==> src/rtl/jts_pkg.sv <==
// Shared types and constants of the JSON token scanner.
// Holds the token codes, the byte and token word layouts and the queue entry type.
package jts_pkg;

    localparam int LINE_FIELD_BITS   = 16;
    localparam int COLUMN_FIELD_BITS = 16;
    localparam int OFFSET_FIELD_BITS = 24;

    localparam logic [LINE_FIELD_BITS-1:0]   LINE_FIELD_MAX   = '1;
    localparam logic [COLUMN_FIELD_BITS-1:0] COLUMN_FIELD_MAX = '1;
    localparam logic [OFFSET_FIELD_BITS-1:0] OFFSET_FIELD_MAX = '1;

    localparam logic [3:0] KIND_END          = 4'd0;
    localparam logic [3:0] KIND_COMMA        = 4'd1;
    localparam logic [3:0] KIND_COLON        = 4'd2;
    localparam logic [3:0] KIND_LBRACKET     = 4'd3;
    localparam logic [3:0] KIND_RBRACKET     = 4'd4;
    localparam logic [3:0] KIND_LBRACE       = 4'd5;
    localparam logic [3:0] KIND_RBRACE       = 4'd6;
    localparam logic [3:0] KIND_INT          = 4'd7;
    localparam logic [3:0] KIND_STRING       = 4'd8;
    localparam logic [3:0] KIND_FALSE        = 4'd9;
    localparam logic [3:0] KIND_TRUE         = 4'd10;
    localparam logic [3:0] KIND_UNTERMINATED = 4'd11;
    localparam logic [3:0] KIND_UNEXPECTED   = 4'd12;

    localparam int QUEUE_DEPTH = 4;

    typedef struct packed {
        logic [7:0] source_byte;
    } byte_t;

    typedef struct packed {
        logic [3:0]                   token_kind;
        logic [LINE_FIELD_BITS-1:0]   start_line;
        logic [COLUMN_FIELD_BITS-1:0] start_column;
        logic [OFFSET_FIELD_BITS-1:0] start_offset;
        logic [OFFSET_FIELD_BITS-1:0] token_length;
        logic [7:0]                   error_char;
        logic                         last_of_run;
    } token_t;

    typedef struct packed {
        logic   pair;
        token_t first;
        token_t second;
    } entry_t;

endpackage

==> src/rtl/jts_stream_if.sv <==
// Valid/ready stream channel used for both the byte input and the token output.
// The payload type is set per instance; depends on nothing else.
interface jts_stream_if #(
    parameter type payload_t = logic
);
    logic     valid;
    logic     ready;
    payload_t data;

    modport source (output valid, output data, input ready);
    modport sink (input valid, input data, output ready);
endinterface

==> src/rtl/jts_front.sv <==
// Front part of the scanner: accepts source bytes, runs the mode machine and counters,
// and pushes the one or two tokens a byte may cause into the queue. Depends on jts_pkg and jts_stream_if.
module jts_front #(
    parameter int LINE_BITS   = 16,
    parameter int COLUMN_BITS = 16,
    parameter int OFFSET_BITS = 24
) (
    input  logic            clk,
    input  logic            rst_n,
    jts_stream_if.sink      chars,
    input  logic            queue_full,
    output logic            push,
    output jts_pkg::entry_t push_entry
);
    import jts_pkg::*;

    localparam logic [2:0] M_IDLE    = 3'd0;
    localparam logic [2:0] M_INT     = 3'd1;
    localparam logic [2:0] M_STR     = 3'd2;
    localparam logic [2:0] M_KW      = 3'd3;
    localparam logic [2:0] M_DISCARD = 3'd4;

    localparam logic [7:0] CH_NUL   = 8'h00;
    localparam logic [7:0] CH_LF    = 8'h0A;
    localparam logic [7:0] CH_QUOTE = 8'h22;
    localparam logic [7:0] CH_QMARK = 8'h3F;

    logic [2:0]             mode_reg, mode_next;
    logic [LINE_BITS-1:0]   line_reg, line_next;
    logic [COLUMN_BITS-1:0] col_reg, col_next;
    logic [OFFSET_BITS-1:0] off_reg, off_next;
    logic [LINE_BITS-1:0]   tok_line_reg, tok_line_next;
    logic [COLUMN_BITS-1:0] tok_col_reg, tok_col_next;
    logic [OFFSET_BITS-1:0] tok_off_reg, tok_off_next;
    logic [OFFSET_BITS-1:0] tok_len_reg, tok_len_next;
    logic                   kw_sel_reg, kw_sel_next;
    logic [2:0]             kw_prog_reg, kw_prog_next;
    logic [7:0]             first_reg, first_next;

    logic [7:0]             b;
    logic                   accept;
    logic                   phase2, adv, restart_doc;
    logic                   e1, e2;
    logic [3:0]             e1_kind, e2_kind;
    logic [OFFSET_BITS-1:0] e1_off, e1_len, e2_len;
    logic [7:0]             e1_char, e2_char;
    logic [2:0]             kw_len;

    function automatic logic is_digit(input logic [7:0] c);
        return c >= "0" && c <= "9";
    endfunction

    function automatic logic is_word(input logic [7:0] c);
        return is_digit(c) || (c >= "a" && c <= "z") || (c >= "A" && c <= "Z") || c == "_";
    endfunction

    function automatic logic is_space(input logic [7:0] c);
        return c == " " || (c >= 8'd9 && c <= 8'd13);
    endfunction

    function automatic logic [7:0] kw_letter(input logic sel, input logic [2:0] prog);
        logic [7:0] c;
        c = CH_NUL;
        case ({sel, prog})
            4'b0001: c = "a";
            4'b0010: c = "l";
            4'b0011: c = "s";
            4'b0100: c = "e";
            4'b1001: c = "r";
            4'b1010: c = "u";
            4'b1011: c = "e";
            default: c = CH_NUL;
        endcase
        return c;
    endfunction

    function automatic logic [LINE_BITS-1:0] inc_line(input logic [LINE_BITS-1:0] v);
        return (v == '1) ? v : v + 1'b1;
    endfunction

    function automatic logic [COLUMN_BITS-1:0] inc_col(input logic [COLUMN_BITS-1:0] v);
        return (v == '1) ? v : v + 1'b1;
    endfunction

    function automatic logic [OFFSET_BITS-1:0] inc_off(input logic [OFFSET_BITS-1:0] v);
        return (v == '1) ? v : v + 1'b1;
    endfunction

    function automatic logic [LINE_FIELD_BITS-1:0] clamp_line(input logic [LINE_BITS-1:0] v);
        return (LINE_BITS > LINE_FIELD_BITS && v > LINE_BITS'(LINE_FIELD_MAX)) ?
               LINE_FIELD_MAX : LINE_FIELD_BITS'(v);
    endfunction

    function automatic logic [COLUMN_FIELD_BITS-1:0] clamp_col(
        input logic [COLUMN_BITS-1:0] v);
        return (COLUMN_BITS > COLUMN_FIELD_BITS && v > COLUMN_BITS'(COLUMN_FIELD_MAX)) ?
               COLUMN_FIELD_MAX : COLUMN_FIELD_BITS'(v);
    endfunction

    function automatic logic [OFFSET_FIELD_BITS-1:0] clamp_off(
        input logic [OFFSET_BITS-1:0] v);
        return (OFFSET_BITS > OFFSET_FIELD_BITS && v > OFFSET_BITS'(OFFSET_FIELD_MAX)) ?
               OFFSET_FIELD_MAX : OFFSET_FIELD_BITS'(v);
    endfunction

    assign b = chars.data.source_byte;
    assign chars.ready = !queue_full;
    assign accept = chars.valid && !queue_full;
    assign kw_len = kw_sel_reg ? 3'd4 : 3'd5;

    always_comb
    begin
        mode_next     = mode_reg;
        line_next     = line_reg;
        col_next      = col_reg;
        off_next      = off_reg;
        tok_line_next = tok_line_reg;
        tok_col_next  = tok_col_reg;
        tok_off_next  = tok_off_reg;
        tok_len_next  = tok_len_reg;
        kw_sel_next   = kw_sel_reg;
        kw_prog_next  = kw_prog_reg;
        first_next    = first_reg;
        phase2        = 1'b0;
        adv           = 1'b0;
        restart_doc   = 1'b0;
        e1            = 1'b0;
        e1_kind       = KIND_END;
        e1_off        = tok_off_reg;
        e1_len        = '0;
        e1_char       = CH_NUL;
        e2            = 1'b0;
        e2_kind       = KIND_END;
        e2_len        = '0;
        e2_char       = CH_NUL;

        unique case (mode_reg)
            M_DISCARD:
            begin
                if (b == CH_NUL)
                begin
                    restart_doc = 1'b1;
                end
            end
            M_STR:
            begin
                if (b == CH_QUOTE)
                begin
                    e1        = 1'b1;
                    e1_kind   = KIND_STRING;
                    e1_off    = inc_off(tok_off_reg);
                    e1_len    = tok_len_reg;
                    adv       = 1'b1;
                    mode_next = M_IDLE;
                end
                else if (b == CH_NUL)
                begin
                    e1          = 1'b1;
                    e1_kind     = KIND_UNTERMINATED;
                    restart_doc = 1'b1;
                end
                else
                begin
                    tok_len_next = inc_off(tok_len_reg);
                    adv          = 1'b1;
                end
            end
            M_INT:
            begin
                if (is_digit(b))
                begin
                    tok_len_next = inc_off(tok_len_reg);
                    adv          = 1'b1;
                end
                else if (is_word(b))
                begin
                    e1        = 1'b1;
                    e1_kind   = KIND_UNEXPECTED;
                    e1_char   = first_reg;
                    mode_next = M_DISCARD;
                end
                else
                begin
                    e1      = 1'b1;
                    e1_kind = KIND_INT;
                    e1_len  = tok_len_reg;
                    phase2  = 1'b1;
                end
            end
            M_KW:
            begin
                if (kw_prog_reg < kw_len)
                begin
                    if (b == kw_letter(kw_sel_reg, kw_prog_reg))
                    begin
                        kw_prog_next = kw_prog_reg + 3'd1;
                        tok_len_next = inc_off(tok_len_reg);
                        adv          = 1'b1;
                    end
                    else
                    begin
                        e1      = 1'b1;
                        e1_kind = KIND_UNEXPECTED;
                        e1_char = first_reg;
                        if (b == CH_NUL)
                        begin
                            restart_doc = 1'b1;
                        end
                        else
                        begin
                            mode_next = M_DISCARD;
                        end
                    end
                end
                else if (is_word(b))
                begin
                    e1        = 1'b1;
                    e1_kind   = KIND_UNEXPECTED;
                    e1_char   = first_reg;
                    mode_next = M_DISCARD;
                end
                else
                begin
                    e1           = 1'b1;
                    e1_kind      = kw_sel_reg ? KIND_TRUE : KIND_FALSE;
                    e1_len       = tok_len_reg;
                    kw_prog_next = 3'd0;
                    phase2       = 1'b1;
                end
            end
            default:
            begin
                phase2 = 1'b1;
            end
        endcase

        if (phase2)
        begin
            mode_next = M_IDLE;
            if (is_space(b))
            begin
                adv = 1'b1;
            end
            else if (b == CH_NUL)
            begin
                e2          = 1'b1;
                e2_kind     = KIND_END;
                e2_len      = OFFSET_BITS'(1);
                restart_doc = 1'b1;
            end
            else if (b == "," || b == ":" || b == "[" || b == "]" || b == "{" || b == "}")
            begin
                e2     = 1'b1;
                e2_len = OFFSET_BITS'(1);
                adv    = 1'b1;
                case (b)
                    ",":     e2_kind = KIND_COMMA;
                    ":":     e2_kind = KIND_COLON;
                    "[":     e2_kind = KIND_LBRACKET;
                    "]":     e2_kind = KIND_RBRACKET;
                    "{":     e2_kind = KIND_LBRACE;
                    default: e2_kind = KIND_RBRACE;
                endcase
            end
            else if (is_digit(b) || b == CH_QUOTE || b == "f" || b == "t")
            begin
                tok_line_next = line_reg;
                tok_col_next  = col_reg;
                tok_off_next  = off_reg;
                tok_len_next  = OFFSET_BITS'(1);
                first_next    = b;
                adv           = 1'b1;
                if (is_digit(b))
                begin
                    mode_next = M_INT;
                end
                else if (b == CH_QUOTE)
                begin
                    tok_len_next = '0;
                    mode_next    = M_STR;
                end
                else
                begin
                    kw_sel_next  = (b == "t");
                    kw_prog_next = 3'd1;
                    mode_next    = M_KW;
                end
            end
            else
            begin
                e2        = 1'b1;
                e2_kind   = KIND_UNEXPECTED;
                e2_char   = (b >= 8'h20 && b <= 8'h7E) ? b : CH_QMARK;
                mode_next = M_DISCARD;
            end
        end

        if (adv)
        begin
            if (b == CH_LF)
            begin
                line_next = inc_line(line_reg);
                col_next  = COLUMN_BITS'(1);
            end
            else
            begin
                col_next = inc_col(col_reg);
            end
            off_next = inc_off(off_reg);
        end

        if (restart_doc)
        begin
            line_next    = LINE_BITS'(1);
            col_next     = COLUMN_BITS'(1);
            off_next     = '0;
            mode_next    = M_IDLE;
            kw_sel_next  = 1'b0;
            kw_prog_next = 3'd0;
        end
    end

    always_comb
    begin
        token_t t1, t2;
        t1.token_kind   = e1_kind;
        t1.start_line   = clamp_line(tok_line_reg);
        t1.start_column = clamp_col(tok_col_reg);
        t1.start_offset = clamp_off(e1_off);
        t1.token_length = clamp_off(e1_len);
        t1.error_char   = e1_char;
        t1.last_of_run  = !e2;
        t2.token_kind   = e2_kind;
        t2.start_line   = clamp_line(line_reg);
        t2.start_column = clamp_col(col_reg);
        t2.start_offset = clamp_off(off_reg);
        t2.token_length = clamp_off(e2_len);
        t2.error_char   = e2_char;
        t2.last_of_run  = 1'b1;
        push_entry.pair   = e1 && e2;
        push_entry.first  = e1 ? t1 : t2;
        push_entry.second = t2;
    end

    assign push = accept && (e1 || e2);

    always_ff @(posedge clk or negedge rst_n)
    begin
        if (!rst_n)
        begin
            mode_reg     <= M_IDLE;
            line_reg     <= LINE_BITS'(1);
            col_reg      <= COLUMN_BITS'(1);
            off_reg      <= '0;
            tok_line_reg <= LINE_BITS'(1);
            tok_col_reg  <= COLUMN_BITS'(1);
            tok_off_reg  <= '0;
            tok_len_reg  <= '0;
            kw_sel_reg   <= 1'b0;
            kw_prog_reg  <= 3'd0;
            first_reg    <= CH_NUL;
        end
        else if (accept)
        begin
            mode_reg     <= mode_next;
            line_reg     <= line_next;
            col_reg      <= col_next;
            off_reg      <= off_next;
            tok_line_reg <= tok_line_next;
            tok_col_reg  <= tok_col_next;
            tok_off_reg  <= tok_off_next;
            tok_len_reg  <= tok_len_next;
            kw_sel_reg   <= kw_sel_next;
            kw_prog_reg  <= kw_prog_next;
            first_reg    <= first_next;
        end
    end

endmodule

==> src/rtl/jts_queue.sv <==
// Short queue between the scanner front and the token back end.
// Each entry holds the tokens caused by one source byte. Depends on jts_pkg.
module jts_queue (
    input  logic            clk,
    input  logic            rst_n,
    input  logic            push,
    input  jts_pkg::entry_t push_entry,
    input  logic            pop,
    output logic            empty,
    output logic            full,
    output jts_pkg::entry_t head
);
    import jts_pkg::*;

    localparam int PTR_BITS   = $clog2(QUEUE_DEPTH);
    localparam int COUNT_BITS = $clog2(QUEUE_DEPTH + 1);

    entry_t                entries_reg [QUEUE_DEPTH];
    logic [PTR_BITS-1:0]   wr_ptr_reg, rd_ptr_reg;
    logic [COUNT_BITS-1:0] count_reg, count_next;

    assign empty = (count_reg == '0);
    assign full  = (count_reg == COUNT_BITS'(QUEUE_DEPTH));
    assign head  = entries_reg[rd_ptr_reg];

    always_comb
    begin
        count_next = count_reg;
        if (push && !pop)
        begin
            count_next = count_reg + 1'b1;
        end
        else if (pop && !push)
        begin
            count_next = count_reg - 1'b1;
        end
    end

    always_ff @(posedge clk or negedge rst_n)
    begin
        if (!rst_n)
        begin
            wr_ptr_reg <= '0;
            rd_ptr_reg <= '0;
            count_reg  <= '0;
        end
        else
        begin
            if (push)
            begin
                wr_ptr_reg <= wr_ptr_reg + 1'b1;
            end
            if (pop)
            begin
                rd_ptr_reg <= rd_ptr_reg + 1'b1;
            end
            count_reg <= count_next;
        end
    end

    always_ff @(posedge clk)
    begin
        if (push)
        begin
            entries_reg[wr_ptr_reg] <= push_entry;
        end
    end

    a_no_overflow: assert property (@(posedge clk) disable iff (!rst_n) push |-> !full)
        else $error("queue written while full");
    a_no_underflow: assert property (@(posedge clk) disable iff (!rst_n) pop |-> !empty)
        else $error("queue read while empty");
    a_count_bound: assert property (@(posedge clk) disable iff (!rst_n)
        count_reg <= COUNT_BITS'(QUEUE_DEPTH))
        else $error("queue count out of range");
    a_count_grows: assert property (@(posedge clk) disable iff (!rst_n)
        (push && !pop) |=> count_reg == $past(count_reg) + 1'b1)
        else $error("queue count did not follow a write");

endmodule

==> src/rtl/jts_back.sv <==
// Back end of the scanner: takes queue entries and sends their tokens one per cycle
// while tokens.ready allows, through a registered output stage. Depends on jts_pkg and jts_stream_if.
module jts_back (
    input  logic            clk,
    input  logic            rst_n,
    input  logic            empty,
    input  jts_pkg::entry_t head,
    output logic            pop,
    jts_stream_if.source    tokens
);
    import jts_pkg::*;

    logic   out_valid_reg, out_valid_next;
    logic   sel_reg, sel_next;
    token_t out_data_reg, out_data_next;
    logic   load;

    assign load = !out_valid_reg || tokens.ready;
    assign pop  = load && !empty && (!head.pair || sel_reg);

    always_comb
    begin
        out_valid_next = out_valid_reg;
        sel_next       = sel_reg;
        out_data_next  = out_data_reg;
        if (load)
        begin
            out_valid_next = !empty;
            if (!empty)
            begin
                out_data_next = sel_reg ? head.second : head.first;
                sel_next      = head.pair && !sel_reg;
            end
        end
    end

    always_ff @(posedge clk or negedge rst_n)
    begin
        if (!rst_n)
        begin
            out_valid_reg <= 1'b0;
            sel_reg       <= 1'b0;
        end
        else
        begin
            out_valid_reg <= out_valid_next;
            sel_reg       <= sel_next;
        end
    end

    always_ff @(posedge clk)
    begin
        out_data_reg <= out_data_next;
    end

    assign tokens.valid = out_valid_reg;
    assign tokens.data  = out_data_reg;

endmodule

==> src/rtl/json_token_scanner.sv <==
// Top level of the JSON token scanner: front scanner, entry queue and token back end.
// Depends on jts_pkg, jts_stream_if, jts_front, jts_queue and jts_back.

// The scanner takes one source byte per cycle on chars while the queue is not full and
// sends tokens on tokens, one token per cycle while tokens.ready is high. Most bytes give
// no token or one; a byte that ends an integer or keyword and is itself a mark, the end
// byte or a stray character gives two, sent one after the other. A four-entry queue
// between the byte scanner and the output register absorbs these bursts, so bytes keep
// flowing while a token waits to be taken; chars.ready drops only when the queue is
// full. Each token passes through the queue and then the output register. Line, column
// and offset counters are LINE_BITS, COLUMN_BITS and OFFSET_BITS wide and saturate;
// token fields saturate at 16, 16 and 24 bits.
module json_token_scanner #(
    parameter int LINE_BITS   = 16,
    parameter int COLUMN_BITS = 16,
    parameter int OFFSET_BITS = 24
) (
    input  logic         clk,
    input  logic         rst_n,
    jts_stream_if.sink   chars,
    jts_stream_if.source tokens
);
    import jts_pkg::*;

    logic   push, pop, empty, full;
    entry_t push_entry, head;

    jts_front #(
        .LINE_BITS   (LINE_BITS),
        .COLUMN_BITS (COLUMN_BITS),
        .OFFSET_BITS (OFFSET_BITS)
    ) u_front (
        .clk        (clk),
        .rst_n      (rst_n),
        .chars      (chars),
        .queue_full (full),
        .push       (push),
        .push_entry (push_entry)
    );

    jts_queue u_queue (
        .clk        (clk),
        .rst_n      (rst_n),
        .push       (push),
        .push_entry (push_entry),
        .pop        (pop),
        .empty      (empty),
        .full       (full),
        .head       (head)
    );

    jts_back u_back (
        .clk    (clk),
        .rst_n  (rst_n),
        .empty  (empty),
        .head   (head),
        .pop    (pop),
        .tokens (tokens)
    );

endmodule

==> src/flat_wrapper.sv <==
// flat-port wrapper written by rule: the top's interface ports become plain ports
module json_token_scanner_flat import jts_pkg::*;
#(
    parameter int LINE_BITS   = 16,
    parameter int COLUMN_BITS = 16,
    parameter int OFFSET_BITS = 24
)
  (clk, rst_n, chars_valid, chars_data, chars_ready, tokens_valid, tokens_data, tokens_ready);
  jts_stream_if #(.payload_t(byte_t)) chars_i ();
  jts_stream_if #(.payload_t(token_t)) tokens_i ();
  input  logic clk;
  input  logic rst_n;
  input wire logic [$bits(chars_i.valid)-1:0] chars_valid;
  input wire logic [$bits(chars_i.data)-1:0] chars_data;
  output wire logic [$bits(chars_i.ready)-1:0] chars_ready;
  output wire logic [$bits(tokens_i.valid)-1:0] tokens_valid;
  output wire logic [$bits(tokens_i.data)-1:0] tokens_data;
  input wire logic [$bits(tokens_i.ready)-1:0] tokens_ready;
  assign chars_i.valid = chars_valid;
  assign chars_i.data = chars_data;
  assign chars_ready = chars_i.ready;
  assign tokens_valid = tokens_i.valid;
  assign tokens_data = tokens_i.data;
  assign tokens_i.ready = tokens_ready;
  json_token_scanner #(.LINE_BITS(LINE_BITS), .COLUMN_BITS(COLUMN_BITS), .OFFSET_BITS(OFFSET_BITS)) u_core (.clk(clk), .rst_n(rst_n), .chars(chars_i), .tokens(tokens_i));
endmodule
==> config.mk <==
export PLATFORM = sky130hd
export DESIGN_NAME = json_token_scanner_flat
export DESIGN_NICKNAME = d
export VERILOG_FILES = /design/src/rtl/jts_pkg.sv /design/src/rtl/jts_stream_if.sv /design/src/rtl/jts_front.sv /design/src/rtl/jts_queue.sv /design/src/rtl/jts_back.sv /design/src/rtl/json_token_scanner.sv /design/src/flat_wrapper.sv
export SDC_FILE = /design/constraint.sdc
export NUM_CORES = 1
export LEC_CHECK = 0
export BUFFER_PORTS_ARGS = -buffer_cell sky130_fd_sc_hd__buf_2
export CAP_MARGIN = 20
export CELL_PAD_IN_SITES_DETAIL_PLACEMENT = 2
export CELL_PAD_IN_SITES_GLOBAL_PLACEMENT = 2
export CORE_MARGIN = 5
export CORE_UTILIZATION = 50
export CTS_BUF_LIST = sky130_fd_sc_hd__clkbuf_4
export DETAILED_ROUTE_END_ITERATION = 10
export PLACE_DENSITY_LB_ADDON = 0.1
export SLEW_MARGIN = 20
export SYNTH_ARGS = -nofsm -noshare
export SYNTH_HDL_FRONTEND = slang
export SYNTH_SLANG_ARGS = --single-unit
==> constraint.sdc <==
create_clock -name clk -period 10.02 [get_ports clk]
set_input_delay 2.004 -clock clk [delete_from_list [all_inputs] [get_ports clk]]
set_output_delay 2.004 -clock clk [all_outputs]
set_load 0.01 [all_outputs]
==> key figures <==
Drt
  – Total number of vias: 25000
  – Ratio of routed vias to standard cells: 6.31
  – Detailed Routing Iterations Pass 1: 5
  – Wire length after detailed routing: between 100 and 150 mm
  – Number of routed nets with antenna violations: 0
  – Drt wl/cell: 31.7 um
  – Detailed Route Iter0 Violations: 2335
  – Remaining design rule violation count: 0

Timing
  – Portion of the clock cycle consumed by the worst path in the final layout: 58.7%
  – Final setup skew: 0.0894 ns
  – Slew at the pin closest to its max-slew limit: 1.15 ns
  – Number of hold-slack violations in the final timing report: 0
  – Highest clock rate: 170 MHz
  – Number of pins exceeding their max-slew limit in the final report: 0
  – Setup-failing EPs final: 0
  – Worst slew margin relative to its limit: 23.7%
  – Min Tclk post-route: 5.88 ns
  – RSZ-0062 raised after global routing: false
  – Final setup TNS: 0 ns

Die
  – Horizontal die dimension: ~280 um
  – Number of I/O pins: 107
  – Effective utilization at floorplan: 50.5%
  – Core Region: roughly 75000 um^2
  – Die boundary height: 285 um
  – Die area: 81100 um^2
  – Placement row count: 100

Clock tree
  – Clock Root Buffer: sky130_fd_sc_hd__clkbuf_4
  – Hold buffer count at CTS: 0
  – Maximum buffer depth of the clock tree: 3
  – Clock slew at reported path FFs: approximately 0.080 ns
  – CTS tree: done
  – Post-CTS repair timing setup buffer count: 0
  – Worst-Skew Late Latency: 1.06 ns
  – Number of H-tree levels: 4
  – Number of sinks driven by the clock tree: 905
  – Number of buffers created by CTS: ~230
  – Number of cells upsized or downsized after cts: 0

GRT
  – Global-route wire length before repair: approximately 190 mm
  – Maximum number of pins on one net before global-route repair: 143
  – Antenna violations before repair: 7
  – Grt ovf: 0
  – Global-route total usage across every layer: 31.0%
  – Number of global-route vias before repair: 28800

Setup path
  – Cell family contributing the most delay on the critical path: buffers and inverters
  – Crit path cell chain: buf_2 -> or4b_1 -> or3_1 -> a21oi_1 -> nor3_2 -> a21oi_1 -> and2_4 -> buf_4 -> buf_4
  – Library cell contributing the largest single delay on the critical path: sky130_fd_sc_hd__buf_4
  – Worst path arrival time: approximately 6.5 ns
  – Kind of end point of the critical path: register
  – Crit path kind: input pin to register
  – Setup crit start kind: input pin
  – Buffers & Inverters on Critical Path: 3
  – Biggest fanout along the worst timing path: 59
  – Largest stage delay on the critical path: 0.86 ns
  – Required time reported for the critical path endpoint: 10.65 ns

Final layout
  – Final-layout fill cell count: 6706
  – Final #Nets: ~2800
  – Combined area of the multi-input logic cells: 10700 um^2
  – Area taken by flip-flops and latches: 26400 um^2
  – Ratio of cells with drive above 1 in the final layout: roughly 25%
  – Syn-to-layout area delta: 12.5%
  – Max reg flops: 652
  – Summed area of non-filler cells in the final layout: 42400 um^2

Hold path
  – Type of the worst min-delay path: register to register

Yosys
  – Area of the mapped netlist: between 30000 and 40000 um^2
  – Post-synthesis sequential area ratio: 69.9%
  – Warnings, synthesis: 0
  – Prevailing post-synth register cell: sky130_fd_sc_hd__edfxtp_1
  – Synth unique cells: 77
  – Synthesized instance count: around 2500
  – Number of register bits inferred by synthesis: 905
  – Proportion of synthesized flip-flops having asynchronous set or reset: about 18%
  – Number of enable-type register cells in the synthesized netlist: 745
  – Avg Synthesized Cell Area: around 15 um^2

Placement
  – Count of port buffers added during placement: 106
  – Half-perimeter wire length after placement: just under 70 mm
  – Routability cong.: 0.842
  – Area after detailed placement: 39300 um^2

Pwr
  – Maximum ir drop on the vdd rail: ~0.00019 V
  – Power density over the cells: 279 nW/um^2
  – Leakage: about 16 nW

Run
  – Number of violations of the max-capacitance limit: 0

Outcome
  – Outcome: finished clean
[placed cells by master, fill, tap and decap left out, drive strengths merged, types with 30 or more instances in the layout]
master	instances
edfxtp	745
nand2	570
clkbuf	363
mux4	163
dfrtp	156
buf	143
o21ai	73
a21oi	63
clkinv	62
nand3	60
nor2	46
nor3	40
and2	37
inv	33
a31oi	32
and3	30
o31ai	30
[cell families after synthesis]
logic type	count (synthesis)	synth area share (%)
XOR/XNOR	34	0.789
buffers and inverters	167	1.80
flip-flops	905	69.9
multiplexers	184	10.3
other	1	0.00994
adder cells (fa/ha/maj)	15	0.517
AND/OR/NAND/NOR	940	11.5
AO/OA/AOI/OAI	300	5.20
[per-stage QoR]
step,util (%),worst slack (ns),total power (W),hold WS [ns],instances
global route,56.8,4.06,0.0124,0.515,3964
finish,56.8,4.14,0.0118,0.468,3964
global placement,52.6,3.33,0.00820,0.445,3523
floorplan,-,1.74,0.00728,0.436,2549
detailed placement,52.6,3.17,0.00845,0.454,3523
CTS,56.8,4.30,0.0119,0.473,3957
[cell type report]
| class | instances | area share (%) |
|---|---|---|
| flip-flops and latches | 905 | 62.2 |
| multi-input cells | 1477 | 25.3 |
| clock buffers | 363 | 6.42 |
| well taps | 969 | 2.86 |
| repair buffers | 143 | 1.99 |
| clock inverters | 71 | 0.940 |
| inverters | 29 | 0.259 |
| diodes | 7 | 0.0413 |
[synthesized netlist by cell type (19+ instances only)]
master,n,area share (%)
sky130_fd_sc_hd__and2_1,37,0.61
sky130_fd_sc_hd__a31oi_1,31,0.51
sky130_fd_sc_hd__and3_1,30,0.50
sky130_fd_sc_hd__buf_2,26,0.34
sky130_fd_sc_hd__buf_1,33,0.33
sky130_fd_sc_hd__nor3_1,40,0.53
sky130_fd_sc_hd__edfxtp_1,745,59
sky130_fd_sc_hd__nand4_1,27,0.45
sky130_fd_sc_hd__dfrtp_1,156,10
sky130_fd_sc_hd__clkbuf_1,75,0.75
sky130_fd_sc_hd__o21a_1,21,0.42
sky130_fd_sc_hd__mux4_2,163,9.7
sky130_fd_sc_hd__nor2_1,45,0.45
sky130_fd_sc_hd__o31ai_1,29,0.58
sky130_fd_sc_hd__inv_1,29,0.29
sky130_fd_sc_hd__nor2b_1,28,0.46
sky130_fd_sc_hd__nand3_1,60,0.80
sky130_fd_sc_hd__o21ai_0,68,0.90
sky130_fd_sc_hd__or4_1,19,0.38
sky130_fd_sc_hd__nand2_1,570,5.7
sky130_fd_sc_hd__a21oi_1,63,0.84
[final timing paths]
path	cells past startpoint	slack, ns	to	start
worst max-delay path	9	4.14	u_core.u_queue.entries_reg[3][78]	chars_data[4]
worst min-delay path	1	0.47	u_core.u_front.first_reg[5]	u_core.u_front.first_reg[5]
worst max register to register	11	4.77	u_core.u_queue.entries_reg[3][78]	u_core.u_front.kw_prog_reg[1]
worst min register to register	1	0.47	u_core.u_front.first_reg[5]	u_core.u_front.first_reg[5]
max in group asynchronous	2	7.54	u_core.u_queue.rd_ptr_reg[0]	rst_n
min in group asynchronous	1	0.91	u_core.u_front.tok_line_reg[6]	rst_n
[per-layer routing]
layer	GRT usage, %	routed length, um
met3	6.24	7390
met1	37.7	48500
met4	12.8	3820
met2	54.4	66000
met5	0	13
[worst reg2reg max path: cells and delay by family (launching register included)]
family	cells	cell delay, ns
simple gates	3	0.56
mux	1	0.29
flops	1	0.48
compound gates	4	1.58
fa+ha+maj	1	0.38
buf+inv	2	1.57
[power breakdown]
part / leakage (nW) / internal [W] / switching, W
registers: 9.13 / 0.00501 / 0.000439
clock network: 1.86 / 0.00173 / 0.00167
logic: 4.71 / 0.00111 / 0.00188
Note: power is estimated with default switching activity, not from simulation.
